File: src/cfa_pkg.sv
// shared types and constants for the checked fixed-point alu
`default_nettype none

package cfa_pkg;

  localparam int unsigned DataW   = 64;
  localparam int unsigned HalfW   = DataW / 2;
  localparam int unsigned ProdW   = 2 * DataW;
  localparam int unsigned FracW   = 32;

  // operation codes
  typedef enum logic [1:0] {
    OP_ADD  = 2'd0,
    OP_SUB  = 2'd1,
    OP_QMUL = 2'd2,
    OP_IMUL = 2'd3
  } op_e;

  // stage 1: magnitudes and add/subtract result
  typedef struct packed {
    op_e              op;
    logic             neg;
    logic [DataW-1:0] mag_a;
    logic [DataW-1:0] mag_b;
    logic [DataW-1:0] as_val;
    logic             as_ok;
  } s1_t;

  // stage 2: four partial products
  typedef struct packed {
    op_e              op;
    logic             neg;
    logic [DataW-1:0] as_val;
    logic             as_ok;
    logic [DataW-1:0] pp_ll;
    logic [DataW-1:0] pp_lh;
    logic [DataW-1:0] pp_hl;
    logic [DataW-1:0] pp_hh;
  } s2_t;

  // stage 3: middle terms summed
  typedef struct packed {
    op_e              op;
    logic             neg;
    logic [DataW-1:0] as_val;
    logic             as_ok;
    logic [DataW:0]   mid;
    logic [DataW-1:0] pp_ll;
    logic [DataW-1:0] pp_hh;
  } s3_t;

  // stage 4: full product of magnitudes
  typedef struct packed {
    op_e              op;
    logic             neg;
    logic [DataW-1:0] as_val;
    logic             as_ok;
    logic [ProdW-1:0] prod;
  } s4_t;

  // stage 5: rounded or truncated magnitude with range check
  typedef struct packed {
    op_e              op;
    logic             neg;
    logic [DataW-1:0] as_val;
    logic             as_ok;
    logic [DataW-1:0] mag;
    logic             mag_ovf;
  } s5_t;

endpackage

`default_nettype wire

File: src/cfa_finish.sv
// last two stages: rounding and range check, then sign and result select
`default_nettype none

module cfa_finish
  import cfa_pkg::*;
(
  input  wire logic              clk_i,
  input  wire logic              rst_ni,
  input  wire logic              up_valid_i,
  output logic                   up_en_o,
  input  wire s4_t               up_data_i,
  output logic                   dn_valid_o,
  input  wire logic              dn_en_i,
  output logic [DataW-1:0]       result_o,
  output logic                   overflow_o
);

  logic             v5_q, v6_q;
  logic             en5, en6;
  s5_t              s5_d, s5_q;
  logic [DataW:0]   rounded;
  logic             q_round;
  logic [DataW-1:0] signed_val;
  logic             sign_ok;
  logic [DataW-1:0] result_d, result_q;
  logic             ovf_d, ovf_q;

  assign en6     = !v6_q || dn_en_i;
  assign en5     = !v5_q || en6;
  assign up_en_o = en5;

  // round half away from zero on the dropped fraction bits
  assign q_round = up_data_i.prod[FracW-1];
  assign rounded = {1'b0, up_data_i.prod[DataW+FracW-1:FracW]}
                 + {{DataW{1'b0}}, q_round};

  always_comb begin
    s5_d.op     = up_data_i.op;
    s5_d.neg    = up_data_i.neg;
    s5_d.as_val = up_data_i.as_val;
    s5_d.as_ok  = up_data_i.as_ok;
    if (up_data_i.op == OP_QMUL) begin
      s5_d.mag     = rounded[DataW-1:0];
      s5_d.mag_ovf = (up_data_i.prod[ProdW-1:DataW+FracW] != '0) || rounded[DataW];
    end else begin
      s5_d.mag     = up_data_i.prod[DataW-1:0];
      s5_d.mag_ovf = (up_data_i.prod[ProdW-1:DataW] != '0);
    end
  end

  // apply the product sign; negative results may reach the most negative value
  assign signed_val = s5_q.neg ? (~s5_q.mag + {{(DataW-1){1'b0}}, 1'b1}) : s5_q.mag;
  assign sign_ok    = !s5_q.mag[DataW-1]
                   || (s5_q.neg && (s5_q.mag[DataW-2:0] == '0));

  // result select, zero on overflow
  always_comb begin
    unique case (s5_q.op)
      OP_ADD, OP_SUB: begin
        ovf_d = !s5_q.as_ok;
        result_d = s5_q.as_ok ? s5_q.as_val : '0;
      end
      OP_QMUL, OP_IMUL: begin
        ovf_d = s5_q.mag_ovf || !sign_ok;
        result_d = ovf_d ? '0 : signed_val;
      end
      default: begin
        ovf_d = 1'b1;
        result_d = '0;
      end
    endcase
  end

  // valid bits
  always_ff @(posedge clk_i or negedge rst_ni) begin
    if (!rst_ni) begin
      v5_q <= 1'b0;
      v6_q <= 1'b0;
    end else begin
      if (en5) v5_q <= up_valid_i;
      if (en6) v6_q <= v5_q;
    end
  end

  // payload registers
  always_ff @(posedge clk_i) begin
    if (en5 && up_valid_i) s5_q <= s5_d;
    if (en6 && v5_q) begin
      result_q <= result_d;
      ovf_q    <= ovf_d;
    end
  end

  assign dn_valid_o = v6_q;
  assign result_o   = result_q;
  assign overflow_o = ovf_q;

endmodule

`default_nettype wire

File: config.mk
export PLATFORM = sky130hd
export DESIGN_NAME = cfa_finish
export DESIGN_NICKNAME = d
export VERILOG_FILES = /design/src/cfa_pkg.sv /design/src/cfa_finish.sv
export SDC_FILE = /design/constraint.sdc
export NUM_CORES = 1
export LEC_CHECK = 0
export BUFFER_PORTS_ARGS = -buffer_cell sky130_fd_sc_hd__buf_2
export CAP_MARGIN = 15
export CORE_MARGIN = 1.5
export CORE_UTILIZATION = 59
export CTS_BUF_LIST = sky130_fd_sc_hd__clkbuf_8
export DETAILED_ROUTE_END_ITERATION = 16
export PLACE_DENSITY = 0.88
export SLEW_MARGIN = 10
export SYNTH_ARGS = -nofsm -noshare
export SYNTH_HDL_FRONTEND = slang
export SYNTH_SLANG_ARGS = --single-unit
File: constraint.sdc
create_clock -name clk_i -period 6.15 [get_ports clk_i]
set_input_delay 0.615 -clock clk_i [delete_from_list [all_inputs] [get_ports clk_i]]
set_output_delay 0.615 -clock clk_i [all_outputs]
set_load 0.05 [all_outputs]
==> flow_summary.ini <==
[layout]
syn2layout_area_growth_pct = 18.06
layout.nets = 1385
drive_above_1_share_pct = 27.87

[cts]
root_buffer = clkbuf_8
cts.sinks = 199
clockBufferDepth = 2
clk_pin_slew_worst_paths_ps = 110
post-cts-setup-buffers = 0
tritoncts = yes
numCtsBuffers = 17
clk_latency_ps = 470
cts_max_level = 4

[routing]
maxUsedRoutingLayer = met5
num_vias = 8459
drtPass1Iterations = 7
met1_length_um = 10720
wl_met2_um = 12890
routedWlPerCell_um = 19.04
ant_nets = 0
met3WireLength_um = 2841
drtIter0Drc = 875
wirelength_um = 27120
drcViolationCount = 0
drt-vias-per-instance = 5.940

[timing]
maxSlewHeadroom_pct = 25.69
worstMarginPinSlew_ps = 1115
whs_ps = 305.0
period_share_pct = 53.14
setup_viol = 0
fin_skew_ps = 23.14
drv_slew = 0
tns_ps = 0
final-hold-violation-count = 0
rsz0062_at_grt = false
min_period_ps = 3268
max_freq_mhz = 306.0

[job]
maxCapViolCount = 0

[setup_path]
crit_chain = nor4_2, nand4_1, or4_1, or3_1, o311ai_0, o211ai_1
cp-start-kind = register
worst-setup-path-type = register to register
reg2reg_to = result_o[63]
crit_fanout = 15
reg2reg_depth = 6
r2r_start = s5_q[29]
cp_num_buf_inv = 0
crit_cells = 6
critPathTopFamily = simple AND/OR/NAND/NOR gates
slowest_stage = or4_1
critPathArrivalTime_ps = 3470
worstPathRequired_ps = 6350
endpoint_kind = register
critPathMaxStageDelay_ps = 900
endpoint = result_o[63]
rrSetupSlack_ps = 2880
crit_path_start = s5_q[29]

[logic_synthesis]
yosys-mux-area-fraction_pct = 0.3155
synth_nets = 1140
synth_top_area_share_pct = 57.38
ys_types = 44
synth_top_area_cell = edfxtp_1
yosys.area_share.simple_pct = 18.40
async_flop_share_pct = 1.005
synthAdderAreaFrac_pct = 0.3641
netlist_area_mm2 = 0.01031
ys_ff_latch = 199
synth_common_cells = edfxtp_1, nand2_1, xor2_1
synth.most_common_cell = edfxtp_1
synth_compound_area_share_pct = 10.12
synth_xor_area_share_pct = 10.45
synthTopCellsByArea = edfxtp_1, xor2_1, nand2_1
ys.flop_type = edfxtp_1
syn_avg_cell_area_um2 = 11.00
syn_inst = 937
ys_seq_area_share_pct = 57.86
yosys_warnings = 0
synth-edff-count = 197
synth_top_family_by_area = simple AND/OR/NAND/NOR gates

[power_and_ir_drop]
cellLeakagePower_nw = 4.568
ir_drop_mv = 0.1361
power_density_mw_per_mm2 = 243.9

[global_routing]
grt_use_total_pct = 29.60
grt_first_pass_wirelength_um = 40720
antenna_found_initial = 4
grt_start_max_net_pins = 129
grt_overflow_total = 0
grt_pass1_vias = 7602

[floorplanning]
coreArea_mm2 = 0.01718
initial_core_util_pct = 60.02
fp-row-count = 48
io_pins = 267
die_y_um = 135.2
fp.dieW_um = 135.2
die_area_mm2 = 0.01828

[status]
outcome = finished, final reports clean

[placed_design]
routabilityCongestion = 0.9549
hpwlAfterDp_um = 20170
io_buffers = 266

[hold_path]
min-delay-path-class = primary input to register
sequential cells by signal, indices dropped and copies added, names as in the netlist:
name	count
s5_q	132
result_o	64
v5_q	1
dn_valid_o	1
overflow_o	1
per-stage QoR:
step | worst slack [ps] | util (%) | instances | area [um^2] | total power, mW
floorplan | 1422 | - | 937 | 10310 | 1.991
global placement | 2970 | 68.52 | 1387 | 11770 | 2.170
global route | 2553 | 70.83 | 1422 | 12170 | 3.068
CTS | 2902 | 70.80 | 1420 | 12160 | 2.969
finish | 2882 | 70.86 | 1424 | 12170 | 2.969
detailed placement | 2915 | 68.52 | 1387 | 11770 | 2.182
cells by family (layout without fill, tap and decap cells):
kind of cell | count (synthesis) | count (layout)
AOI/OAI and AO/OA | 179 | 179
xor gates and xnor gates | 123 | 123
adders and majority gates | 3 | 3
buffers and inverters | 56 | 314
DFF | 199 | 199
muxes | 3 | 3
other | 0 | 4
and+or+nand+nor | 374 | 374
routing by layer:
layer / vias to the layer above / track usage [%]
met3: 49 / 6.921
met2: 481 / 47.14
met4: 4 / 8.961
met5: - / 0
li1: 3973 / -
met1: 3952 / 40.74
power by group:
part           leakage [nW]  switching (mW)  internal (mW)
clock                 0.197           0.507          0.304
sequential             1.94          0.0563           1.61
combinational          2.43           0.343          0.146
how the worst min path moves through the flow:
stage	start	endpoint	slack, ps	depth (start not counted)
3_5_place_dp	rst_ni	dn_valid_o	400	1
6_report	up_data_i[136]	s5_q[73]	310	1
2_1_floorplan	rst_ni	dn_valid_o	320	0
4_1_cts	up_data_i[136]	s5_q[73]	290	1
5_1_grt	up_data_i[134]	s5_q[71]	290	1
3_3_place_gp	rst_ni	v5_q	400	1
cells in the final DEF (no fill, tap or decap), types with 6 or more instances in the layout:
cell	instances
edfxtp_1	197
o31ai_1	18
nor4_1	24
and3_1	12
clkbuf_8	17
o41ai_1	15
or3_1	18
nand3_1	31
o21ai_2	10
nor3_1	28
o21ai_1	50
buf_4	6
inv_1	9
xor2_1	90
nor2_1	21
nand2_1	163
o21ai_0	83
buf_2	266
nand4_1	25
inv_6	6
xnor2_1	33
or4_1	15
nand2b_1	8
final cells by class:
type / instances / area (um^2)
sequential: 199 / 5966
multi-input combinational: 682 / 4111
antenna: 4 / 10.01
tap: 225 / 281.5
fill: 1261 / 5005
clock inverter: 15 / 148.9
clock buffer: 17 / 234.0
timing repair buffer: 273 / 1386
inverter: 9 / 33.78
what timing repair did:
action / in CTS / in global routing
resized for setup: 0 / 0
endpoints found under the hold margin: 2 / 0
hold buffers: 1 / 0
(Power assumes the default switching activity.)
