### src/cfa_pkg.sv
// shared types and constants for the checked fixed-point alu
`default_nettype none

package cfa_pkg;

  localparam int unsigned DataW   = 64;
  localparam int unsigned HalfW   = DataW / 2;
  localparam int unsigned ProdW   = 2 * DataW;
  localparam int unsigned FracW   = 32;

  // operation codes
  typedef enum logic [1:0] {
    OP_ADD  = 2'd0,
    OP_SUB  = 2'd1,
    OP_QMUL = 2'd2,
    OP_IMUL = 2'd3
  } op_e;

  // stage 1: magnitudes and add/subtract result
  typedef struct packed {
    op_e              op;
    logic             neg;
    logic [DataW-1:0] mag_a;
    logic [DataW-1:0] mag_b;
    logic [DataW-1:0] as_val;
    logic             as_ok;
  } s1_t;

  // stage 2: four partial products
  typedef struct packed {
    op_e              op;
    logic             neg;
    logic [DataW-1:0] as_val;
    logic             as_ok;
    logic [DataW-1:0] pp_ll;
    logic [DataW-1:0] pp_lh;
    logic [DataW-1:0] pp_hl;
    logic [DataW-1:0] pp_hh;
  } s2_t;

  // stage 3: middle terms summed
  typedef struct packed {
    op_e              op;
    logic             neg;
    logic [DataW-1:0] as_val;
    logic             as_ok;
    logic [DataW:0]   mid;
    logic [DataW-1:0] pp_ll;
    logic [DataW-1:0] pp_hh;
  } s3_t;

  // stage 4: full product of magnitudes
  typedef struct packed {
    op_e              op;
    logic             neg;
    logic [DataW-1:0] as_val;
    logic             as_ok;
    logic [ProdW-1:0] prod;
  } s4_t;

  // stage 5: rounded or truncated magnitude with range check
  typedef struct packed {
    op_e              op;
    logic             neg;
    logic [DataW-1:0] as_val;
    logic             as_ok;
    logic [DataW-1:0] mag;
    logic             mag_ovf;
  } s5_t;

endpackage

`default_nettype wire

### src/cfa_front.sv
// first stage: operand magnitudes, product sign and checked add/subtract
`default_nettype none

module cfa_front
  import cfa_pkg::*;
(
  input  wire logic                    clk_i,
  input  wire logic                    rst_ni,
  input  wire logic                    up_valid_i,
  output logic                         up_en_o,
  input  wire logic [1:0]              op_i,
  input  wire logic signed [DataW-1:0] operand_a_i,
  input  wire logic signed [DataW-1:0] operand_b_i,
  output logic                         dn_valid_o,
  input  wire logic                    dn_en_i,
  output s1_t                          dn_data_o
);

  logic             valid_q;
  s1_t              data_d, data_q;
  logic [DataW-1:0] a, b, b_eff, sum;
  logic             is_sub;

  assign a      = operand_a_i;
  assign b      = operand_b_i;
  assign is_sub = (op_e'(op_i) == OP_SUB);

  // one adder serves add and subtract
  assign b_eff = is_sub ? ~b : b;
  assign sum   = a + b_eff + {{(DataW-1){1'b0}}, is_sub};

  always_comb begin
    data_d.op     = op_e'(op_i);
    data_d.neg    = a[DataW-1] ^ b[DataW-1];
    data_d.mag_a  = a[DataW-1] ? (~a + {{(DataW-1){1'b0}}, 1'b1}) : a;
    data_d.mag_b  = b[DataW-1] ? (~b + {{(DataW-1){1'b0}}, 1'b1}) : b;
    data_d.as_val = sum;
    // signed overflow: operands of effective equal sign, result sign differs
    data_d.as_ok  = !((~(a[DataW-1] ^ b_eff[DataW-1])) & (a[DataW-1] ^ sum[DataW-1]));
  end

  assign up_en_o = !valid_q || dn_en_i;

  // stage register
  always_ff @(posedge clk_i or negedge rst_ni) begin
    if (!rst_ni) begin
      valid_q <= 1'b0;
    end else if (up_en_o) begin
      valid_q <= up_valid_i;
    end
  end

  always_ff @(posedge clk_i) begin
    if (up_en_o && up_valid_i) begin
      data_q <= data_d;
    end
  end

  assign dn_valid_o = valid_q;
  assign dn_data_o  = data_q;

endmodule

`default_nettype wire

### config.mk
export PLATFORM = sky130hd
export DESIGN_NAME = cfa_front
export DESIGN_NICKNAME = d
export VERILOG_FILES = /design/src/cfa_pkg.sv /design/src/cfa_front.sv
export SDC_FILE = /design/constraint.sdc
export NUM_CORES = 1
export LEC_CHECK = 0
export ABC_AREA = 0
export BUFFER_PORTS_ARGS = -buffer_cell sky130_fd_sc_hd__buf_2
export CAP_MARGIN = 30
export CORE_MARGIN = 5
export CORE_UTILIZATION = 41
export CTS_CLUSTER_SIZE = 40
export DETAILED_ROUTE_END_ITERATION = 12
export MAX_ROUTING_LAYER = met4
export RECOVER_POWER = 100
export SYNTH_ARGS = -nofsm -noshare
export SYNTH_HDL_FRONTEND = slang
export SYNTH_SLANG_ARGS = --single-unit
export TNS_END_PERCENT = 30
### constraint.sdc
create_clock -name clk_i -period 7.1 [get_ports clk_i]
set_input_delay 1.065 -clock clk_i [delete_from_list [all_inputs] [get_ports clk_i]]
set_output_delay 1.065 -clock clk_i [all_outputs]
set_load 0.01 [all_outputs]
==> run_results.csv, run 1 <==
group,metric,value,unit
run_status,status,"finished with violations",
run_status,violations,"capacitance limit, slew limit",
critical_path,crit_top_cell,"or4_1",
clock_tree,cts.htree.levels,4,
die,die_w,188,um
synth,synth_top_family_by_area,"compound AO/OA/AOI/OAI gates",
job,cap_viol_max_count,3,
layout,multi_input_area,6650,sq um
clock_tree,cts.sinks,197,
synth,async_reset_ff_share,0.508,%
die,initial_core_util,41.3,%
global_routing,grt_max_degree,73,
critical_path,startpoint_type,"primary input",
detailed_routing,vias,10800,
critical_path,reg2reg_depth,3,
place,place_area,14900,sq um
clock_tree,postCtsSetupRepairBufs,0,
place,dpl.hpwl,31.3,mm
layout,final_nets,1709,
critical_path,path_class,"primary input to flop",
critical_path,r2r_setup_slack,1850,ps
synth,yosys.area_share.adder,6.35,%
die,num_rows,65,
clock_tree,clk_pin_slew,80,ps
layout,most-common-layout-cells,"xnor2_1, clkbuf_1, edfxtp_1, buf_2, o21ai_0",
critical_path,crit_fanout,7,
detailed_routing,totalWireLength,40.2,mm
die,core,31300,sq um
sta,fin_tns_setup,0,ps
global_routing,antenna_found_initial,1,
layout,finalNonFillerCells,1925,
synth,ys.warnings.count,0,
critical_path,critPathSlowestCell,"nor4_1",
detailed_routing,via_per_inst,5.60,
detailed_routing,drcViolationCount,0,
sta,worstMarginPinSlew,4520,ps
sta,drv_slew,208,
critical_path,crit_required,7300,ps
sta,fin_crit_sh,80.0,%
critical_path,r2r-start,"dn_valid_o",
sta,relSlewSlack,-201,%
synth,syn-num-nets,1403,
layout,final_area,15200,sq um
clock_tree,cts_hold_buf,0,
clock_tree,clock_latency,460,ps
clock_tree,clockBufferDepth,2,
synth,synth-seq-cells,197,
die,die-area,35200,sq um
synth,ys_types,61,
layout,area.growth.synth_to_final,17.6,%
critical_path,worstPathArrival,5880,ps
clock_tree,numCtsBuffers,17,
layout,seq_area,5910,sq um
clock_tree,cts-resized-gates,0,
synth,synthFlopType,"edfxtp_1",
critical_path,rr_endpoint,"dn_data_o[23]",
pwr,p_per_area,232,nW/um^2
synth,synth-seq-area-share,45.7,%
clock_tree,cts_tree,"done",
layout,layout_commonest_cell,"xnor2_1",
synth,syn-cell-area,12900,sq um
synth,syn_inst,1204,
critical_path,crit_buf_inv,1,
sta,setup_viol,0,
sta,rsz0062_at_grt,"no",
critical_path,slowest_delay,840,ps
synth,yosys.area_share.simple,12.2,%
sta,worst_slack,1420,ps
global_routing,grt_pass1_wl,62.1,mm
synth,synth_mux_area_share,0.0774,%
synth,synth_xor_area_share,16.5,%
layout,drive_gt1_share,11.2,%
global_routing,grt.total_usage,22.9,%
pwr,peakVddDrop,157,uV
synth,syn_avg_cell_area,10.7,sq um
global_routing,globalRouteOverflowTotal,0,
global_routing,first_global_vias,10600,
detailed_routing,dr.pass1.iters,6,
synth,synth_edf_count,196,
critical_path,worstPathCellList,"clkbuf_1 -> or4_1 -> nor4_1 -> nand2b_4 -> or3_1 -> nand2b_1 -> or4_1 -> or3_1 -> or4_1 -> o41ai_1 -> xnor2_1",
place,dp_cells,1893,
place,port_buffers,331,
place,pre_cts_ws,1360,ps
detailed_routing,initialDrtViolationCount,805,
place,place_congestion,0.908,
critical_path,endpoint_kind,"flop",
min_path,worst_hold_path_type,"primary input to async pin",
layout,fillers,3001,
sta,finClkSkew,13.1,ps
detailed_routing,routedWlPerCell,20.9,um
layout,diodes,0,
sta,timing.final.hold_violations,0,
sta,period_minus_slack,5680,ps
die,die_h,188,um
clock_tree,cts-root-buf,"clkbuf_16",
sta,fmax,0.176,GHz
detailed_routing,ant_nets,0,
layout,fin_util,48.6,%
critical_path,path_delay_family,"simple AND/OR/NAND/NOR gates",
pwr,leakage,0.00542,uW
die,io_pins,332,
synth,synth_compound_area_share,16.9,%
-- final cells by class --
type	count	share of cell area, %
clock buffer	18	2.82
sequential	197	38.9
timing repair buffer	336	9.42
clock inverter	14	1.15
tap	402	3.31
inverter	27	0.667
multi-input combinational	931	43.7
-- worst register-to-register path, cell delays in order, from the launching register on --
cell	delay, ps
dfrtp_1	380
nand2b_1	100
and2_0	3230
buf_4	1090
-- cell usage after synthesis (18+ instances only) --
master / n / area share (%)
a21o_1: 37 / 2.1
a21oi_1: 69 / 2.7
clkbuf_1: 45 / 1.3
edfxtp_1: 196 / 46
ha_1: 64 / 6.2
inv_1: 27 / 0.78
nand2_1: 78 / 2.3
nand2b_1: 18 / 0.87
nand3_1: 23 / 0.89
nor2_1: 47 / 1.4
o21ai_0: 57 / 2.2
o21ai_1: 24 / 0.93
o31ai_1: 42 / 2.4
or3_1: 27 / 1.3
xnor2_1: 220 / 15
xor2_1: 23 / 1.6
-- metrics by stage --
stage / total power (uW) / hold WS (ps)
global route: 3700 / 356
detailed placement: 2540 / 521
finish: 3520 / 379
global placement: 2540 / 502
floorplan: 2170 / 622
CTS: 3560 / 354
-- worst max path at each step --
stage,from,to,slack (ps),cells past startpoint
finish,operand_b_i[9],dn_data_o[114],1420,11
global route,dn_en_i,dn_data_o[27],1010,4
floorplan,dn_en_i,dn_data_o[0],760,2
CTS,op_i[1],dn_data_o[58],1840,14
detailed placement,op_i[1],dn_data_o[58],1360,14
global placement,op_i[1],dn_data_o[58],1540,14
-- flip-flops by register name (all words and copies together) (netlist names) --
register and cells:
dn_data_o 196, dn_valid_o 1
-- per-layer routing --
layer / part of all wire, % / track usage (%) / routed length, um
met1: 46 / 31.1 / 18500
met3: 5.5 / 3.52 / 2200
met5: 0 / - / 0
met2: 46 / 35.8 / 18500
met4: 2.4 / 6.69 / 948
-- where the power goes --
group	switching, uW	internal (uW)	total, uW
Clock	463	559	1020
Sequential	37.5	1450	1490
Combinational	622	385	1010
-- logic make-up (layout without fill, tap and decap cells) --
logic type,after synthesis,in the layout
muxes,1,1
xor gates and xnor gates,243,243
DFF,197,197
AOI/OAI and AO/OA,329,329
buffers and inverters,76,395
and+or+nand+nor,293,293
adders and majority gates,65,65
(Power assumes the default switching activity.)
==> run 2, diff against run 1 <==
--- a/config.mk
+++ b/config.mk
@@ -13,6 +13,7 @@
 export CTS_CLUSTER_SIZE = 40
 export DETAILED_ROUTE_END_ITERATION = 12
 export MAX_ROUTING_LAYER = met4
+export PLACE_DENSITY = 0.67
 export RECOVER_POWER = 100
 export SYNTH_ARGS = -nofsm -noshare
 export SYNTH_HDL_FRONTEND = slang
==> constraint.sdc (replaced) <==
create_clock -name clk_i -period 4.8 [get_ports clk_i]
set_input_delay 0.72 -clock clk_i [delete_from_list [all_inputs] [get_ports clk_i]]
set_output_delay 0.72 -clock clk_i [all_outputs]
set_load 0.01 [all_outputs]
==> run 2 against run 1 <==
- combinational power up 49%
- the flow still finishes with violations (capacitance limit, slew limit)
- worst hold slack worse by 340 ps
- largest power group unchanged
- global-route usage up 0.41 points
- clock power up 45%
- largest cell class unchanged
- clock-buffer cell count down 1
- flip-flop and latch count unchanged
- final cell count up 0.94%
- design area up 0.81%
- sequential power up 48%
- register-to-register slack worse by 1200 ps
- critical endpoint is now dn_data_o[122]
- setup slack worse by 1200 ps
==> run_results.csv, run 2 (same netlist as run 1, synthesis figures left out) <==
group,metric,value,unit
run_status,violations,"capacitance limit, slew limit",
layout,largest_register_ffs,196,
critical_path,slowest_delay,610,ps
place,port_buffers,331,
critical_path,critPathSlowestCell,"or4_4",
global_routing,grt_pass1_wl,62.4,mm
pwr,p_total,5190,uW
clock_tree,cts-root-buf,"clkbuf_16",
die,initial_core_util,41.3,%
critical_path,worstPathArrival,4740,ps
sta,rsz0062_at_grt,"no",
layout,final_area,15300,sq um
detailed_routing,totalWireLength,41.3,mm
global_routing,grt.total_usage,23.3,%
die,num_rows,65,
sta,period_minus_slack,4540,ps
min_path,worst_hold_path_type,"primary input to async pin",
global_routing,globalRouteOverflowTotal,0,
detailed_routing,ant_nets,0,
detailed_routing,via_per_inst,5.57,
pwr,power_switching,1730,uW
die,die-area,35200,sq um
die,io_pins,332,
critical_path,endpoint_kind,"flop",
die,core,31300,sq um
place,dp_cells,1909,
critical_path,worstPathCellList,"clkbuf_1 -> or3_1 -> or3_1 -> nand2b_1 -> or3_1 -> nand2b_1 -> or4_4 -> or3_4 -> or4_4 -> o31ai_1 -> xnor2_1",
critical_path,startpoint_type,"primary input",
layout,fillers,2985,
sta,worstMarginPinSlew,4050,ps
clock_tree,clock_latency,460,ps
sta,fin_tns_setup,0,ps
clock_tree,cts.htree.levels,4,
pwr,p_clk_share,28.5,%
pwr,p_seq_share,42.5,%
critical_path,crit_buf_inv,1,
layout,area.growth.synth_to_final,18.5,%
sta,finClkSkew,14.2,ps
pwr,p_per_area,339,nW/um^2
global_routing,antenna_found_initial,2,
layout,finalNonFillerCells,1943,
detailed_routing,routedWlPerCell,21.2,um
place,place_area,15100,sq um
sta,relSlewSlack,-170,%
layout,most-common-layout-cells,"xnor2_1, clkbuf_1, edfxtp_1, buf_2",
place,place_congestion,0.921,
sta,drv_slew,99,
die,die_h,188,um
run_status,status,"finished with violations",
layout,seq_area,5910,sq um
layout,layout_commonest_cell,"xnor2_1",
sta,fmax,0.220,GHz
pwr,pwr-share-comb,29.0,%
pwr,leakage,0.00546,uW
pwr,intPower,3460,uW
clock_tree,cts_hold_buf,0,
pwr,peakVddDrop,244,uV
layout,fin_util,49.0,%
sta,timing.final.hold_violations,0,
global_routing,grt_max_degree,72,
die,die_w,188,um
detailed_routing,vias,10800,
clock_tree,cts-resized-gates,0,
clock_tree,cts.sinks,197,
sta,setup_viol,0,
sta,fin_crit_sh,94.7,%
critical_path,crit_fanout,8,
detailed_routing,initialDrtViolationCount,903,
pwr,switching_share,33.3,%
place,dpl.hpwl,32.5,mm
critical_path,path_delay_family,"simple AND/OR/NAND/NOR gates",
clock_tree,numCtsBuffers,17,
layout,multi_input_area,6690,sq um
clock_tree,cts_tree,"done",
critical_path,path_class,"primary input to flop",
critical_path,crit_required,5000,ps
clock_tree,clockBufferDepth,2,
detailed_routing,dr.pass1.iters,5,
detailed_routing,drcViolationCount,0,
clock_tree,postCtsSetupRepairBufs,0,
clock_tree,clk_pin_slew,70,ps
global_routing,first_global_vias,10500,
layout,drive_gt1_share,11.8,%
job,cap_viol_max_count,2,
layout,final_nets,1725,
critical_path,crit_top_cell,"or3_1",
[run 2: final timing paths]
kind | from | endpoint | slack [ps] | depth (start not counted)
max | operand_b_i[0] | dn_data_o[122] | 260 | 11
min | rst_ni | dn_valid_o | 30 | 1
max in group asynchronous | rst_ni | dn_valid_o | 4680 | 1
max reg2reg | dn_valid_o | dn_data_o[25] | 640 | 3
min reg2reg | dn_valid_o | dn_valid_o | 540 | 2
min in group clk_i | up_valid_i | dn_valid_o | 480 | 2
[run 2: power groups by stage]
stage / Clock (uW) / Sequential (uW) / Combinational [uW]
floorplan: 0 / 2320 / 882
global placement: 0 / 2240 / 1540
detailed placement: 0 / 2240 / 1530
CTS: 1520 / 2200 / 1540
global route: 1580 / 2230 / 1650
finish: 1480 / 2210 / 1500
[run 2: final cells by class]
class	count	area share, %
Multi-Input combinational cell	931	43.6
Clock inverter	15	1.04
Clock buffer	17	2.78
Antenna cell	2	0.0327
Inverter	27	0.661
Timing Repair Buffer	352	10.0
Sequential cell	197	38.6
Tap cell	402	3.28
[run 2: metrics by stage]
stage	hold slack, ps	worst slack, ps
after floorplan	424	106
after global placement	495	143
after detailed placement	496	77.6
after CTS	7.96	570
after global routing	13.8	179
final	34.5	255
[run 2: per-layer routing]
metal | wire [um] | share of wire, % | GRT usage [%]
met5 | 0 | 0 | -
met4 | 988 | 2.4 | 7.09
met3 | 2340 | 5.7 | 3.78
met2 | 19200 | 47 | 36.6
met1 | 18700 | 45 | 31.3
==> run 3, diff against run 2 <==
--- a/config.mk
+++ b/config.mk
@@ -9,11 +9,11 @@
 export BUFFER_PORTS_ARGS = -buffer_cell sky130_fd_sc_hd__buf_2
 export CAP_MARGIN = 30
 export CORE_MARGIN = 5
-export CORE_UTILIZATION = 41
+export CORE_UTILIZATION = 49
 export CTS_CLUSTER_SIZE = 40
 export DETAILED_ROUTE_END_ITERATION = 12
 export MAX_ROUTING_LAYER = met4
-export PLACE_DENSITY = 0.67
+export PLACE_DENSITY = 0.78
 export RECOVER_POWER = 100
 export SYNTH_ARGS = -nofsm -noshare
 export SYNTH_HDL_FRONTEND = slang
==> run 3 against run 2 <==
- the run still ends with capacitance limit, slew limit left
- global-route usage grew 3.6 points
- via count rose by 1.4%
- clock-buffer cell count did not move
- critical path type unchanged
- design area decreased by 0.73%
- critical endpoint is now dn_data_o[120]
- flip-flop and latch count did not move
- utilization up 9.4 points
==> run_results.csv, run 3 (same netlist as run 1, synthesis figures left out) <==
group,metric,value,unit
place,port_buffers,331,
sta,worst_slack,349,ps
sta,fin_tns_setup,0,ps
clock_tree,cts_tree,"done",
clock_tree,cts-root-buf,"clkbuf_16",
detailed_routing,initialDrtViolationCount,1004,
sta,relSlewSlack,-96.2,%
sta,fmax,0.225,GHz
pwr,peakVddDrop,245,uV
clock_tree,clockBufferDepth,2,
sta,fin_crit_sh,92.7,%
critical_path,path_class,"primary input to flop",
layout,finalNonFillerCells,1869,
clock_tree,cts.sinks,197,
critical_path,startpoint_type,"primary input",
layout,largest_register_ffs,196,
critical_path,crit_fanout,8,
detailed_routing,vias,11000,
layout,multi_input_area,6680,sq um
detailed_routing,via_per_inst,5.87,
die,core,26100,sq um
clock_tree,clk_pin_slew,80,ps
pwr,leakage,0.00545,uW
global_routing,grt.total_usage,26.9,%
layout,area.growth.synth_to_final,17.7,%
run_status,status,"finished with violations",
place,dp_cells,1837,
layout,final_area,15200,sq um
critical_path,crit_required,4980,ps
layout,final_nets,1720,
place,pre_cts_ws,138,ps
min_path,worst_hold_path_type,"primary input to async pin",
layout,fillers,2343,
clock_tree,clock_latency,440,ps
critical_path,rr_endpoint,"dn_data_o[152]",
layout,diodes,0,
die,die_h,172,um
global_routing,antenna_found_initial,0,
sta,rsz0062_at_grt,"no",
die,initial_core_util,49.6,%
global_routing,first_global_vias,10800,
layout,most-common-layout-cells,"xnor2_1, clkbuf_1, edfxtp_1, buf_2, o21ai_0",
clock_tree,cts-resized-gates,0,
detailed_routing,ant_nets,0,
pwr,p_total,5190,uW
sta,finClkSkew,14.5,ps
critical_path,worstPathArrival,4630,ps
critical_path,r2r_setup_slack,560,ps
sta,timing.final.hold_violations,0,
sta,drv_slew,189,
pwr,p_per_area,341,nW/um^2
sta,setup_viol,0,
clock_tree,cts_hold_buf,0,
layout,seq_area,5910,sq um
run_status,violations,"capacitance limit, slew limit",
clock_tree,numCtsBuffers,17,
global_routing,grt_max_degree,70,
sta,worstMarginPinSlew,2940,ps
critical_path,r2r-start,"dn_valid_o",
detailed_routing,drcViolationCount,0,
critical_path,reg2reg_depth,3,
die,io_pins,332,
global_routing,grt_pass1_wl,60.2,mm
place,dpl.hpwl,31.5,mm
detailed_routing,routedWlPerCell,21.6,um
sta,period_minus_slack,4450,ps
place,place_congestion,0.944,
die,num_rows,59,
layout,drive_gt1_share,11.5,%
critical_path,crit_start,"operand_b_i[0]",
clock_tree,cts.htree.levels,4,
global_routing,globalRouteOverflowTotal,0,
critical_path,endpoint_kind,"flop",
die,die_w,172,um
detailed_routing,totalWireLength,40.4,mm
layout,layout_commonest_cell,"xnor2_1",
critical_path,endpoint,"dn_data_o[120]",
place,place_area,15000,sq um
die,die-area,29700,sq um
job,cap_viol_max_count,4,
clock_tree,postCtsSetupRepairBufs,0,
detailed_routing,dr.pass1.iters,5,
-- run 3: cell types whose count changed in the layout (fill, tap and decap cells not counted), moves of 2 or more --
cell      delta
clkbuf_4     +3
clkinv_8     +4
buf_4        -3
diode_2      -2
and2_0       -2
o31ai_1      +2
o31ai_2      -2
clkbuf_1     -3
and2_1       +2
inv_6        -3
-- run 3: worst min-delay path by stage --
stage / start / to / slack (ps) / cells after the start
6_report: rst_ni / dn_valid_o / 40 / 1
3_5_place_dp: rst_ni / dn_valid_o / 500 / 1
4_1_cts: rst_ni / dn_valid_o / 20 / 1
3_3_place_gp: rst_ni / dn_valid_o / 490 / 1
2_1_floorplan: rst_ni / dn_valid_o / 420 / 0
5_1_grt: rst_ni / dn_valid_o / 20 / 1
-- run 3: layout make-up --
| cell class | count | area share [%] |
|---|---|---|
| multi-input combinational | 931 | 43.9 |
| sequential | 197 | 38.8 |
| timing repair buffer | 347 | 9.86 |
| clock buffer | 17 | 2.80 |
| tap | 335 | 2.75 |
| clock inverter | 15 | 1.18 |
| inverter | 27 | 0.666 |
-- run 3: where the power goes --
| group | total (uW) | switching (uW) | internal (uW) | leakage (uW) |
|---|---|---|---|---|
| registers | 2210 | 58.2 | 2150 | 0.00188 |
| clock network | 1480 | 773 | 711 | 0.000288 |
| logic | 1500 | 931 | 574 | 0.00328 |
-- run 3: worst max-delay path, stage by stage --
cell      delay, ps
clkbuf_1        200
or3_1           420
or3_1           470
nand2b_1        240
or3_1           420
nand2b_1        250
or4_4           540
or3_4           400
or4_4           580
o31ai_1         300
xnor2_1         110
-- run 3: per-layer routing --
layer / track usage (%) / share of wire, % / vias to the layer above
met3: 2.86 / 6.3 / 67
li1: - / - / 5148
met5: - / 0 / -
met1: 35.5 / 43 / 5260
met2: 44.4 / 48 / 492
met4: 7.76 / 2.6 / 0
-- run 3: metrics by stage --
| step | hold WS (ps) | util, % |
|---|---|---|
| 2_1_floorplan | 424 | - |
| 3_3_place_gp | 494 | 57.5 |
| 3_5_place_dp | 498 | 57.5 |
| 4_1_cts | 23.5 | 59.8 |
| 5_1_grt | 18.2 | 58.4 |
| 6_report | 36.5 | 58.4 |
